$ cat src/rtl/lxr_pkg.sv
// ----------------------------------------------------------------------------
// lxr_pkg
// Shared widths, constants and the controller command type of the lagged XOR
// byte generator.
// ----------------------------------------------------------------------------
package lxr_pkg;

  localparam int RING_DEPTH = 64;
  localparam int RING_AW    = $clog2(RING_DEPTH);
  localparam int BYTE_W     = 8;
  localparam int VAL_W      = 16;
  localparam int PROD_W     = BYTE_W + VAL_W;

  // Divide by the full-scale byte through its reciprocal:
  // floor(x / 255) == (x * RECIP_255) >> RECIP_SHIFT for every x below 2^PROD_W.
  // The quotient never exceeds VAL_W bits, so the product is kept to
  // RECIP_SHIFT + VAL_W bits.
  localparam int RECIP_SHIFT = 32;
  localparam int RECIP_W     = 25;
  localparam int QPROD_W     = RECIP_SHIFT + VAL_W;
  localparam logic [RECIP_W-1:0] RECIP_255 = 25'h0101_0102;

  localparam logic [BYTE_W:0] FULL_SCALE = 9'd255;

  localparam logic OP_SEED = 1'b0;
  localparam logic OP_DRAW = 1'b1;

  typedef struct packed {
    logic accept;    // input transfer this cycle
    logic rd_a;      // read short-lag entry
    logic rd_b;      // read long-lag entry, capture short-lag data
    logic mul;       // form new byte, write it back, scale by width
    logic div_step;  // divide the scaled product by the full-scale byte
    logic load_out;  // load the output register
  } lxr_cmd_t;

endpackage

$ cat src/rtl/lagged_xor_random_range_core.sv
// ----------------------------------------------------------------------------
// lagged_xor_random_range_core
// Lagged XOR byte generator over a 64-entry ring with mapping into a range.
// ----------------------------------------------------------------------------
// Usage:
//   Input channel (in_valid_i/in_ready_o) carries one command per transfer.
//   operation_i = 0 stores seed_value_i at seed_index_i and clears the
//   position; operation_i = 1 draws a byte from the ring and maps it into
//   [range_low_i, range_high_i). One result per command leaves on the output
//   channel (out_valid_o/out_ready_i).
//   A seed write goes straight to the output load; a draw passes through two
//   ring reads, one scale step, one divide step by reciprocal multiply and
//   one output load. One command is in work at a time, and the next transfer
//   is taken only once the sequencer is back in its idle state.
//   The output register holds a finished result while the receiver stalls;
//   a new command is taken meanwhile, and its result waits in the
//   sequencer until the register is free.
//   Reset empties the ring (all entries read as zero until written) and
//   clears the position and the output valid flag at once.
// ----------------------------------------------------------------------------
module lagged_xor_random_range_core
  import lxr_pkg::*;
#(
  parameter int SHORT_LAG = 24,
  parameter int LONG_LAG  = 55
) (
  input  logic               clk_i,
  input  logic               rst_ni,
  input  logic               in_valid_i,
  output logic               in_ready_o,
  input  logic               operation_i,
  input  logic [RING_AW-1:0] seed_index_i,
  input  logic [BYTE_W-1:0]  seed_value_i,
  input  logic [VAL_W-1:0]   range_low_i,
  input  logic [VAL_W-1:0]   range_high_i,
  output logic               out_valid_o,
  input  logic               out_ready_i,
  output logic [BYTE_W-1:0]  raw_byte_o,
  output logic [VAL_W-1:0]   ranged_value_o,
  output logic               range_error_o
);

  lxr_cmd_t cmd;

  // Sequencer
  lxr_ctrl u_ctrl (
    .clk_i       (clk_i),
    .rst_ni      (rst_ni),
    .in_valid_i  (in_valid_i),
    .in_ready_o  (in_ready_o),
    .operation_i (operation_i),
    .out_valid_o (out_valid_o),
    .out_ready_i (out_ready_i),
    .cmd_o       (cmd)
  );

  // Ring, scaler and output payload
  lxr_datapath #(
    .SHORT_LAG (SHORT_LAG),
    .LONG_LAG  (LONG_LAG)
  ) u_datapath (
    .clk_i          (clk_i),
    .rst_ni         (rst_ni),
    .cmd_i          (cmd),
    .operation_i    (operation_i),
    .seed_index_i   (seed_index_i),
    .seed_value_i   (seed_value_i),
    .range_low_i    (range_low_i),
    .range_high_i   (range_high_i),
    .raw_byte_o     (raw_byte_o),
    .ranged_value_o (ranged_value_o),
    .range_error_o  (range_error_o)
  );

endmodule

$ cat src/rtl/lxr_ram.sv
// ----------------------------------------------------------------------------
// lxr_ram
// Generic single-write, single-read RAM with a registered read port.
// ----------------------------------------------------------------------------
module lxr_ram #(
  parameter int WIDTH = 8,
  parameter int DEPTH = 64
) (
  input  logic                     clk_i,
  input  logic                     we_i,
  input  logic [$clog2(DEPTH)-1:0] waddr_i,
  input  logic [WIDTH-1:0]         wdata_i,
  input  logic [$clog2(DEPTH)-1:0] raddr_i,
  output logic [WIDTH-1:0]         rdata_o
);

  logic [WIDTH-1:0] mem_q [DEPTH];
  logic [WIDTH-1:0] rdata_q;

  // Write and registered read
  always_ff @(posedge clk_i) begin
    if (we_i) begin
      mem_q[waddr_i] <= wdata_i;
    end
    rdata_q <= mem_q[raddr_i];
  end

  assign rdata_o = rdata_q;

endmodule

$ cat src/rtl/lxr_ctrl.sv
// ----------------------------------------------------------------------------
// lxr_ctrl
// Sequencer of the generator: handshakes, ring reads, the divide step and the
// output register's valid flag.
// ----------------------------------------------------------------------------
module lxr_ctrl
  import lxr_pkg::*;
(
  input  logic     clk_i,
  input  logic     rst_ni,
  input  logic     in_valid_i,
  output logic     in_ready_o,
  input  logic     operation_i,
  output logic     out_valid_o,
  input  logic     out_ready_i,
  output lxr_cmd_t cmd_o
);

  localparam logic [2:0] S_IDLE = 3'd0;
  localparam logic [2:0] S_RDA  = 3'd1;
  localparam logic [2:0] S_RDB  = 3'd2;
  localparam logic [2:0] S_MUL  = 3'd3;
  localparam logic [2:0] S_DIV  = 3'd4;
  localparam logic [2:0] S_FIN  = 3'd5;

  logic [2:0]           state_q, state_d;
  logic                 out_valid_q, out_valid_d;

  // Next state and commands
  always_comb begin
    state_d    = state_q;
    cmd_o      = '0;
    in_ready_o = 1'b0;
    case (state_q)
      S_IDLE: begin
        in_ready_o = 1'b1;
        if (in_valid_i) begin
          cmd_o.accept = 1'b1;
          state_d      = (operation_i == OP_DRAW) ? S_RDA : S_FIN;
        end
      end
      S_RDA: begin
        cmd_o.rd_a = 1'b1;
        state_d    = S_RDB;
      end
      S_RDB: begin
        cmd_o.rd_b = 1'b1;
        state_d    = S_MUL;
      end
      S_MUL: begin
        cmd_o.mul = 1'b1;
        state_d   = S_DIV;
      end
      S_DIV: begin
        cmd_o.div_step = 1'b1;
        state_d        = S_FIN;
      end
      S_FIN: begin
        if (!out_valid_q || out_ready_i) begin
          cmd_o.load_out = 1'b1;
          state_d        = S_IDLE;
        end
      end
      default: begin
        state_d = S_IDLE;
      end
    endcase
  end

  // Set valid on load, drop it on an output transfer
  always_comb begin
    out_valid_d = out_valid_q;
    if (cmd_o.load_out) begin
      out_valid_d = 1'b1;
    end else if (out_ready_i) begin
      out_valid_d = 1'b0;
    end
  end

  always_ff @(posedge clk_i or negedge rst_ni) begin
    if (!rst_ni) begin
      state_q     <= S_IDLE;
      out_valid_q <= 1'b0;
    end else begin
      state_q     <= state_d;
      out_valid_q <= out_valid_d;
    end
  end

  assign out_valid_o = out_valid_q;

endmodule

$ cat src/rtl/lxr_datapath.sv
// ----------------------------------------------------------------------------
// lxr_datapath
// History ring, position counter, byte scaler with divide-by-255 unit and the
// output payload register.
// ----------------------------------------------------------------------------
module lxr_datapath
  import lxr_pkg::*;
#(
  parameter int SHORT_LAG = 24,
  parameter int LONG_LAG  = 55
) (
  input  logic               clk_i,
  input  logic               rst_ni,
  input  lxr_cmd_t           cmd_i,
  input  logic               operation_i,
  input  logic [RING_AW-1:0] seed_index_i,
  input  logic [BYTE_W-1:0]  seed_value_i,
  input  logic [VAL_W-1:0]   range_low_i,
  input  logic [VAL_W-1:0]   range_high_i,
  output logic [BYTE_W-1:0]  raw_byte_o,
  output logic [VAL_W-1:0]   ranged_value_o,
  output logic               range_error_o
);

  localparam logic [RING_AW-1:0] SHORT_OFS = RING_AW'(SHORT_LAG % RING_DEPTH);
  localparam logic [RING_AW-1:0] LONG_OFS  = RING_AW'(LONG_LAG % RING_DEPTH);

  logic [RING_AW-1:0]    pos_q, pos_d;
  logic [RING_DEPTH-1:0] vld_q, vld_d;
  logic                  rvld_q;
  logic                  op_q;
  logic [VAL_W-1:0]      lo_q, hi_q;
  logic [BYTE_W-1:0]     a_q, byte_q;
  logic                  err_q;
  logic [PROD_W-1:0]     div_q;
  logic [VAL_W-1:0]      quot_q;
  logic [BYTE_W-1:0]     raw_q;
  logic [VAL_W-1:0]      ranged_q;
  logic                  rerr_q;

  logic                  ram_we;
  logic [RING_AW-1:0]    ram_waddr, ram_raddr;
  logic [BYTE_W-1:0]     ram_wdata, ram_rdata;
  logic [BYTE_W-1:0]     b_val, new_byte;
  logic [VAL_W-1:0]      width;
  logic [VAL_W-1:0]      scaled;
  logic [QPROD_W-1:0]    qprod;

  // Ring storage
  lxr_ram #(
    .WIDTH (BYTE_W),
    .DEPTH (RING_DEPTH)
  ) u_ring (
    .clk_i   (clk_i),
    .we_i    (ram_we),
    .waddr_i (ram_waddr),
    .wdata_i (ram_wdata),
    .raddr_i (ram_raddr),
    .rdata_o (ram_rdata)
  );

  // Select read slot behind the current position
  assign ram_raddr = cmd_i.rd_b ? (pos_q - LONG_OFS) : (pos_q - SHORT_OFS);

  // Write seed on accept, new byte on the scale step
  assign b_val     = rvld_q ? ram_rdata : '0;
  assign new_byte  = a_q ^ b_val;
  assign ram_we    = (cmd_i.accept && (operation_i == OP_SEED)) || cmd_i.mul;
  assign ram_waddr = cmd_i.mul ? pos_q : seed_index_i;
  assign ram_wdata = cmd_i.mul ? new_byte : seed_value_i;

  // Track written entries; unwritten ones read as zero
  always_comb begin
    vld_d = vld_q;
    if (ram_we) begin
      vld_d[ram_waddr] = 1'b1;
    end
  end

  // Advance or clear the position
  always_comb begin
    pos_d = pos_q;
    if (cmd_i.accept) begin
      pos_d = (operation_i == OP_DRAW) ? pos_q + 1'b1 : '0;
    end
  end

  always_ff @(posedge clk_i or negedge rst_ni) begin
    if (!rst_ni) begin
      pos_q  <= '0;
      vld_q  <= '0;
      rvld_q <= 1'b0;
    end else begin
      pos_q  <= pos_d;
      vld_q  <= vld_d;
      rvld_q <= vld_q[ram_raddr];
    end
  end

  assign width = hi_q - lo_q;

  // Divide-by-255 unit: multiply by the reciprocal, keep the quotient bits
  assign qprod = QPROD_W'(div_q) * QPROD_W'(RECIP_255);

  // A full-scale byte maps to width itself, which wraps to zero
  assign scaled = (byte_q == FULL_SCALE[BYTE_W-1:0]) ? '0 : quot_q;

  // Payload registers
  always_ff @(posedge clk_i) begin
    if (cmd_i.accept) begin
      op_q <= operation_i;
      lo_q <= range_low_i;
      hi_q <= range_high_i;
    end
    if (cmd_i.rd_b) begin
      a_q <= b_val;
    end
    if (cmd_i.mul) begin
      byte_q <= new_byte;
      err_q  <= (hi_q <= lo_q);
      div_q  <= PROD_W'(new_byte) * PROD_W'(width);
    end
    if (cmd_i.div_step) begin
      quot_q <= qprod[RECIP_SHIFT +: VAL_W];
    end
    if (cmd_i.load_out) begin
      if (op_q == OP_DRAW) begin
        raw_q    <= byte_q;
        ranged_q <= err_q ? lo_q : lo_q + scaled;
        rerr_q   <= err_q;
      end else begin
        raw_q    <= '0;
        ranged_q <= lo_q;
        rerr_q   <= 1'b0;
      end
    end
  end

  assign raw_byte_o     = raw_q;
  assign ranged_value_o = ranged_q;
  assign range_error_o  = rerr_q;

endmodule

$ cat config.mk
export PLATFORM = sky130hd
export DESIGN_NAME = lagged_xor_random_range_core
export DESIGN_NICKNAME = d
export VERILOG_FILES = /design/src/rtl/lxr_pkg.sv /design/src/rtl/lagged_xor_random_range_core.sv /design/src/rtl/lxr_ram.sv /design/src/rtl/lxr_ctrl.sv /design/src/rtl/lxr_datapath.sv
export SDC_FILE = /design/constraint.sdc
export NUM_CORES = 1
export LEC_CHECK = 0
export BUFFER_PORTS_ARGS = -buffer_cell sky130_fd_sc_hd__buf_2
export CORE_MARGIN = 3
export CORE_UTILIZATION = 36
export CTS_BUF_LIST = sky130_fd_sc_hd__clkbuf_16
export DETAILED_ROUTE_END_ITERATION = 7
export PLACE_DENSITY = 0.61
export REMOVE_ABC_BUFFERS = 1
export SYNTH_ARGS = -nofsm -noshare
export SYNTH_HDL_FRONTEND = slang
export SYNTH_SLANG_ARGS = --single-unit
$ cat constraint.sdc
create_clock -name clk_i -period 6.2 [get_ports clk_i]
set_input_delay 0.93 -clock clk_i [delete_from_list [all_inputs] [get_ports clk_i]]
set_output_delay 0.93 -clock clk_i [all_outputs]
set_load 0.1 [all_outputs]
After elaboration in Yosys (flattened, before gate mapping)
Memories as Yosys holds them, arrays and structs flattened. A register that Yosys moved wholly into a read port is not among the register bits.
Cells that the tools add are included.
{"block": "totals", "reg_bits": 190, "ram_bits": 512, "mem_count": 1, "input_bits": 51, "wordCells": 75}
{"block": "classes", "multipliers": 2, "order_cmp": 4, "reduce_logical": 8, "muxes": 28, "n_bitwise": 3, "addsub": 5, "eq_ne": 8}
{"memory": "u_datapath.u_ring.mem_q", "words": 64, "width": 8, "rd": 1, "rd_clocked_by_memory_dff": 1, "write_ports": 1, "line": "lxr_ram.sv:17", "source": "logic [WIDTH-1:0] mem_q [DEPTH];"}
{"operator": "$or 64x64->64", "n": 1}
{"operator": "$mux 16", "n": 3}
{"operator": "$mul 24x24->47 const B", "n": 1}
{"operator": "$mul 8x16->24", "n": 1}
{"operator": "$mux 6", "n": 3}
{"operator": "$pmux 3 s6", "n": 1}
{"operator": "$add 16x16->16", "n": 1}
{"operator": "$le 16x16->1", "n": 1}
{"operator": "$mux 8", "n": 2}
{"operator": "$sub 16x16->16", "n": 1}
{"operator": "$lt 6x7->1 const B", "n": 2}
{"operator": "$mux 1", "n": 14}
{"operator": "$mux 3", "n": 3}
{"operator": "$eq 8x8->1 const B", "n": 1}
{"operator": "$xor 8x8->8", "n": 1}
{"operator": "$add 6x1->6 const B", "n": 1}
{"operator": "$bmux 1 s6", "n": 1}
{"operator": "$demux 1 s6", "n": 1}
{"operator": "$eq 3x2->1 const B", "n": 2}
{"operator": "$eq 3x3->1 const B", "n": 2}
{"operator": "$ge 6x1->1 const B", "n": 1}
{"operator": "$sub 6x5->6 const B", "n": 1}
{"operator": "$sub 6x6->6 const B", "n": 1}
{"operator": "$eq 3x1->1 const B", "n": 1}
{"operator": "other kinds (9)", "n": 11}

Depth between registers and ports, before layout
Gate-level depths: netlist of run 1.
{"block": "depth", "ltp_word": 8, "depth_mapped": 28, "ltp_nobuf": 28}

Modules after synthesis
A second synthesis of run 1 with hierarchy kept.
{"block": "unflattened", "hier_cells": 2582, "area_unflattened_um2": 37270.7}
{"mod": "lxr_ram", "cells_per_inst": 940, "n_inst": 1, "seq_area_each_um2": 15534.9, "area_each_um2": 20166.8}
{"mod": "lxr_datapath", "cells_per_inst": 1615, "n_inst": 1, "seq_area_each_um2": 5230.0, "area_each_um2": 16852.4}
{"mod": "lxr_ctrl", "cells_per_inst": 27, "n_inst": 1, "seq_area_each_um2": 100.1, "area_each_um2": 251.5}

Worst setup path after synthesis of run 1
No wires, ideal clock.
{"block": "synth_timing", "path_kind": "register to register", "startpoint": "register u_datapath.hi_q[0]", "endpoint": "register u_datapath.div_q[23], data pin", "path_stages_with_launch": 27, "n_path_buf": 0, "arrival_time_ps": 6484, "required_time_ps": 5938, "path_slack_ps": -546, "cell_sequence": "edfxtp_1 > inv_1 > ha_1 > inv_1 > fa_1 > a21o_1 > a21o_1 > a221o_1 > a21o_1 > a21o_1 > a31o_4 > xnor2_1 > nor2_1 > fa_1 > fa_1 > fa_1 > inv_1 > fa_1 > inv_1 > ha_1 > nand4_1 > or4_1 > a31oi_1 > nand4_1 > a41oi_1 > o31ai_1 > xnor2_1"}
{"block": "synth_between", "elab_chain_cells": 2}
{"element": "start: declaration", "line": "lxr_datapath.sv:32", "source": "logic [VAL_W-1:0] lo_q, hi_q;"}
{"element": "start signal: assignment", "line": "lxr_datapath.sv:113", "source": "hi_q <= range_high_i;"}
{"element": "$sub 16x16->16", "line": "lxr_datapath.sv:100", "source": "assign width = hi_q - lo_q;"}
{"element": "$mul 8x16->24", "line": "lxr_datapath.sv:121", "source": "div_q <= PROD_W'(new_byte) * PROD_W'(width);"}
{"element": "end signal: assignment", "line": "lxr_datapath.sv:121"}
{"element": "end: declaration", "line": "lxr_datapath.sv:35", "source": "logic [PROD_W-1:0] div_q;"}
Every way passes these cells.
A chain may end at the register's enable or synchronous reset.

Final worst setup path of run 1
{"block": "layout_timing", "startpoint": "register u_datapath.hi_q[0]", "endpoint": "register u_datapath.div_q[22], data pin"}
The elaborated chain is that of the path after synthesis.

==> metrics.yaml, run 1 <==
area_growth_pct: 15.9
synth_edf_count: 627
maxSlewViolCount: 0
cap_violations: 0
ff2ff_path_depth: 30
clock-skew-final_ps: 57.0
worst_path_most_repeated_cell: "a21o_1"
design.core.area_um2: 100000
numCtsBuffers: 76
cp-startpoint: "u_datapath.hi_q[0]"
rrSetupSlack_ps: -330
dp_hpwl_mm: 62.0
ios: 78
netlist-cell-type-count: 75
cts_hold_buf: 0
cp.arrival_ps: 6890
gr-total-overflow: 0
finish.utilization_pct: 42.1
final_antenna_net_count: 0
fin_crit_ps: 6530
cts_tree: "built"
busiest_layer: "met2"
synthTopCellsByCount: "627 x edfxtp_1, 603 x nand2_1, 248 x ha_1"
gr-usage-all-layers_pct: 17.6
final_nets: 3720
die_w_um: 324
drcViolationCount: 0
criticalPathCategory: "register to register"
clock.fmax_ghz: 0.153
end_kind: "register"
initial_core_util_pct: 36.4
die_h_um: 324
antenna_found_initial: 3
first_pass_iters: 5
drive_gt1_share_pct: 14.4
yosysSeqAreaShare_pct: 57.2
failed_checks: "negative setup slack"
status: "complete, but fails checks"
wl_per_cell_um: 19.9
grt_pass1_vias: 23800
max_slew.worst_pin.slew_ps: 1180
setup_viol: 6
htreeDepth: 3
critPathLaunchType: "register"
pre_cts_slack_ps: -698
rsz0062_at_grt: "true"
path_delay_family: "adder cells"
cpPeakStageDelay_ps: 570
slowest_stage: "fa_1"
clockRootBuffer: "clkbuf_16"
fin_ws_ps: -333
r2r_end: "u_datapath.div_q[22]"
synth_area_um2: 36500
maxSlewHeadroom_pct: 20.7
synth.area.top_cells: "edfxtp_1 52%, ha_1 8.5%, nand2_1 6.2%"
crit_cells: 30
drtIter0Drc: 2038
cts.clk_slew.worst_paths_ps: 60
gr-usage-met2_pct: 28.9
via_per_inst: 5.11
synth-seq-cells: 710
min_path_type: "input port to asynchronous set/reset pin"
cts_buffer_depth: 3
finalWeightedCongestion: 0.847
hold_violations: 0
path_buf_inv: 8
num_vias: 24200
r2r_start: "u_datapath.hi_q[0]"
use_met3_pct: 3.09
grt_max_degree: 114
fp.dieArea_um2: 105000
cts_num_sinks: 710
grt_use_met1_pct: 23.9
yosysMostFrequentCell: "edfxtp_1"
drt_wl_total_mm: 94.2
crit_fanout: 5
synth.top_cell.area_share_pct: 51.6
syn_inst: 3150
synthArstFlopShare_pct: 10.6
synth_warnings: 0
grt_pass1_wl_mm: 144
synth_ff_type: "edfxtp_1"
clk_latency_ps: 670
avgSynthCellArea_um2: 11.6
rows: 116
port_buffers: 77
cp.required_ps: 6560
fin_crit_sh_pct: 105
endpoint: "u_datapath.div_q[22]"
synth_area_leader_cell: "edfxtp_1"
==> registers in the layout, summed over array words and instances (netlist names), 8 cells and up <==
| register | cells |
|---|---|
| u_datapath.lo_q | 16 |
| u_datapath.u_ring.mem_q | 512 |
| u_datapath.byte_q | 8 |
| u_datapath.ranged_value_o | 16 |
| u_datapath.vld_q | 64 |
| u_datapath.u_ring.rdata_o | 8 |
| u_datapath.a_q | 8 |
| u_datapath.raw_byte_o | 8 |
| u_datapath.hi_q | 16 |
| u_datapath.div_q | 24 |
| u_datapath.quot_q | 16 |
==> metrics by stage <==
| step | instances | instance area [um^2] | setup TNS (ps) | hold WS (ps) |
|---|---|---|---|---|
| detailed placement | 4582 | 39300 | -3970 | 451 |
| floorplan | 3022 | 36000 | -24730 | 439 |
| CTS | 4732 | 42000 | -2380 | 286 |
| global route | 4738 | 42300 | -3860 | 303 |
| finish | 4739 | 42300 | -1330 | 301 |
| global placement | 4582 | 39300 | -3380 | 448 |
==> how the worst min path moves through the flow <==
stage / start / end / cells past startpoint
finish: rst_ni / u_datapath.vld_q[50] / 1
global route: rst_ni / u_datapath.vld_q[50] / 1
CTS: rst_ni / u_datapath.vld_q[50] / 1
detailed placement: u_datapath.vld_q[54] / u_datapath.vld_q[54] / 1
global placement: u_datapath.vld_q[24] / u_datapath.vld_q[24] / 1
floorplan: u_datapath.vld_q[15] / u_datapath.vld_q[15] / 1
==> cell type report <==
type | count | area [um^2]
tap | 1357 | 1700
sequential | 710 | 20900
antenna | 1 | 2.50
fill | 9341 | 58000
timing repair buffer | 219 | 1600
multi-input combinational | 2076 | 14800
clock buffer | 76 | 1900
inverter | 236 | 886
clock inverter | 64 | 518
==> placed cells by master (no fill, tap or decap), types with 20 or more instances in the layout <==
cell,instances
a21o_1,20
a21oi_1,34
a32oi_1,36
buf_2,76
buf_4,128
clkbuf_16,76
clkinv_1,24
dfrtp_1,75
edfxtp_1,627
fa_1,100
ha_1,239
inv_1,245
mux2i_1,38
nand2_1,603
nand2b_1,34
nand3_1,231
nand4_1,86
nor2_1,185
nor2b_1,25
nor3_1,21
o211ai_1,27
o21ai_0,59
o21ai_1,26
or2_2,70
xnor2_1,33
xor2_1,22
==> layer usage <==
metal	wire (um)	share of wire [%]
met2	44900	48
met3	5890	6.2
met1	41100	44
met4	2380	2.5
met5	13	0.014
==> cell families after synthesis <==
| kind of cell | Yosys count | share of synthesized area [%] |
|---|---|---|
| fa+ha+maj | 350 | 14.1 |
| simple gates | 1320 | 16.4 |
| buf+inv | 364 | 3.84 |
| compound gates | 300 | 5.74 |
| mux | 41 | 1.13 |
| flops | 710 | 57.2 |
| xor+xnor | 65 | 1.60 |
==> what timing repair did <==
item / in CTS / in global routing
setup buffers: 10 / 7
resized for setup: 49 / 43
pin swaps: 52 / 40
endpoints found under the setup margin: 12 / 13
Power of run 1 is left out: the tool's default activity adds up to more than one toggle a clock period on the data nets, which glitch-free logic cannot reach.
==> inputs of run 2 (changes only) <==
BUFFER_PORTS_ARGS = default   (was -buffer_cell sky130_fd_sc_hd__buf_2)
CORE_ASPECT_RATIO = 2   (was default)
DONT_BUFFER_PORTS = 1   (was default)
PLACE_DENSITY = 0.54   (was 0.61)
==> run 2 against run 1 <==
Compared with the run above:
- wire length grew 8.6%
- critical path type unchanged
- fmax shrank 0.31%
- the run still ends with negative setup slack left
- flip-flop and latch count is the same
- setup slack lost 20 ps
- die area grew 0.22%
- cell count shrank 1.8%
- register-to-register slack lost 20 ps
- global-route usage grew 1.8 points
- sequential share of layout area grew 0.37 points
- first-iteration DRC count shrank 27%
- via count shrank 1.0%
==> metrics.yaml, run 2 (synthesized netlist as in run 1, its figures left out) <==
status: "complete, but fails checks"
failed_checks: "negative setup slack"
wl_met2_mm: 56.7
numCtsBuffers: 67
area_growth_pct: 15.0
cap_violations: 0
first_pass_iters: 7
fin_crit_ps: 6550
hold_violations: 0
path_delay_family: "adder cells"
largest_reg_flops: 512
drtIter0Drc: 1487
clk_latency_ps: 660
max_slew.worst_pin.slew_ps: 1170
grt_max_degree: 150
num_vias: 24000
grt_pass1_wl_mm: 152
final_antenna_net_count: 0
fp.dieArea_um2: 105000
finish.utilization_pct: 41.9
via_per_inst: 5.15
die_w_um: 231
finalWeightedCongestion: 0.868
slowest_stage: "fa_1"
cts_num_sinks: 710
drive_gt1_share_pct: 13.5
end_kind: "register"
drt_wl_total_mm: 102
cp.required_ps: 6600
cts.clk_slew.worst_paths_ps: 60
maxSlewViolCount: 0
final_common_cell: "edfxtp_1"
rsz0062_at_grt: "true"
clockRootBuffer: "clkbuf_16"
dp_hpwl_mm: 71.2
wl_met1_mm: 35.4
gr-total-overflow: 0
antenna_found_initial: 2
criticalPathCategory: "register to register"
wl_per_cell_um: 22.0
gr-usage-all-layers_pct: 19.3
clock-skew-final_ps: 23.0
min_path_type: "input port to asynchronous set/reset pin"
design.core.area_um2: 100000
cts_buffer_depth: 3
initial_core_util_pct: 36.4
clock.fmax_ghz: 0.153
maxSlewHeadroom_pct: 21.8
cp.arrival_ps: 6950
ios: 78
crit_fanout: 3
setup_viol: 7
drcViolationCount: 0
largest-register: "u_datapath.u_ring.mem_q"
path_buf_inv: 6
critPathLaunchType: "register"
mostFrequentLayoutCells: "627 x edfxtp_1, 602 x nand2_1, 236 x inv_1, 236 x ha_1, 231 x nand3_1"
cts_tree: "built"
die_h_um: 456
port_buffers: 0
cpPeakStageDelay_ps: 570
fin_ws_ps: -353
reg.largest.list: "u_datapath.u_ring.mem_q (512), u_datapath.vld_q (64), u_datapath.div_q (24)"
rows: 164
setup_tns_ps: -1640
final_nets: 3671
htreeDepth: 3
met3WireLength_mm: 4.02
fin_crit_sh_pct: 106
grt_pass1_vias: 24600
top_layer: "met4"
==> run 2: cell count changes in the layout (fill, tap and decap cells not counted), moves of 8 or more <==
cell,change
buf_2,-76
inv_1,-9
clkinv_1,-8
clkbuf_16,-8
buf_4,+33
==> run 2: cell type report <==
cell class	count	area, um^2
sequential	710	20900
antenna	2	5.00
multi-input combinational	2076	14900
tap	1328	1660
clock inverter	55	482
fill	9516	58200
timing repair buffer	179	1490
clock buffer	68	1700
inverter	236	886
==> run 2: routing by layer <==
layer / track usage [%] / vias to the layer above
li1: - / 11300
met1: 19.4 / 11900
met2: 37.4 / 547
met3: 2.82 / 204
met4: 10.8 / 0
met5: 0 / -
==> run 2: stage by stage <==
stage | hold WS (ps) | instance area (um^2) | std cells | worst slack (ps)
floorplan | 439 | 36000 | 3022 | -2530
global placement | 448 | 39100 | 4516 | -839
detailed placement | 451 | 39100 | 4516 | -913
CTS | 120 | 41700 | 4646 | -582
global route | 119 | 42000 | 4653 | -602
finish | 113 | 42000 | 4654 | -353
==> run 2: final timing paths <==
check / slack, ps / to / from / cells after the start
worst max-delay path: -350 / u_datapath.div_q[23] / u_datapath.hi_q[0] / 27
worst max register to register: -350 / u_datapath.div_q[23] / u_datapath.hi_q[0] / 27
worst min-delay path: 110 / u_datapath.vld_q[21] / rst_ni / 1
worst min register to register: 460 / u_datapath.vld_q[19] / u_datapath.vld_q[19] / 1
max in group asynchronous: 5500 / u_datapath.vld_q[62] / rst_ni / 1
min in group clk_i: 360 / u_datapath.lo_q[7] / range_low_i[7] / 0
==> run 2: timing repair <==
item,CTS,global route
pin swaps,49,59
hold buffers,1,0
setup endpoints to repair,13,13
resized for setup,53,51
setup buffers,8,10
endpoints found under the hold margin,75,0
Power of run 2 is left out for the same reason.
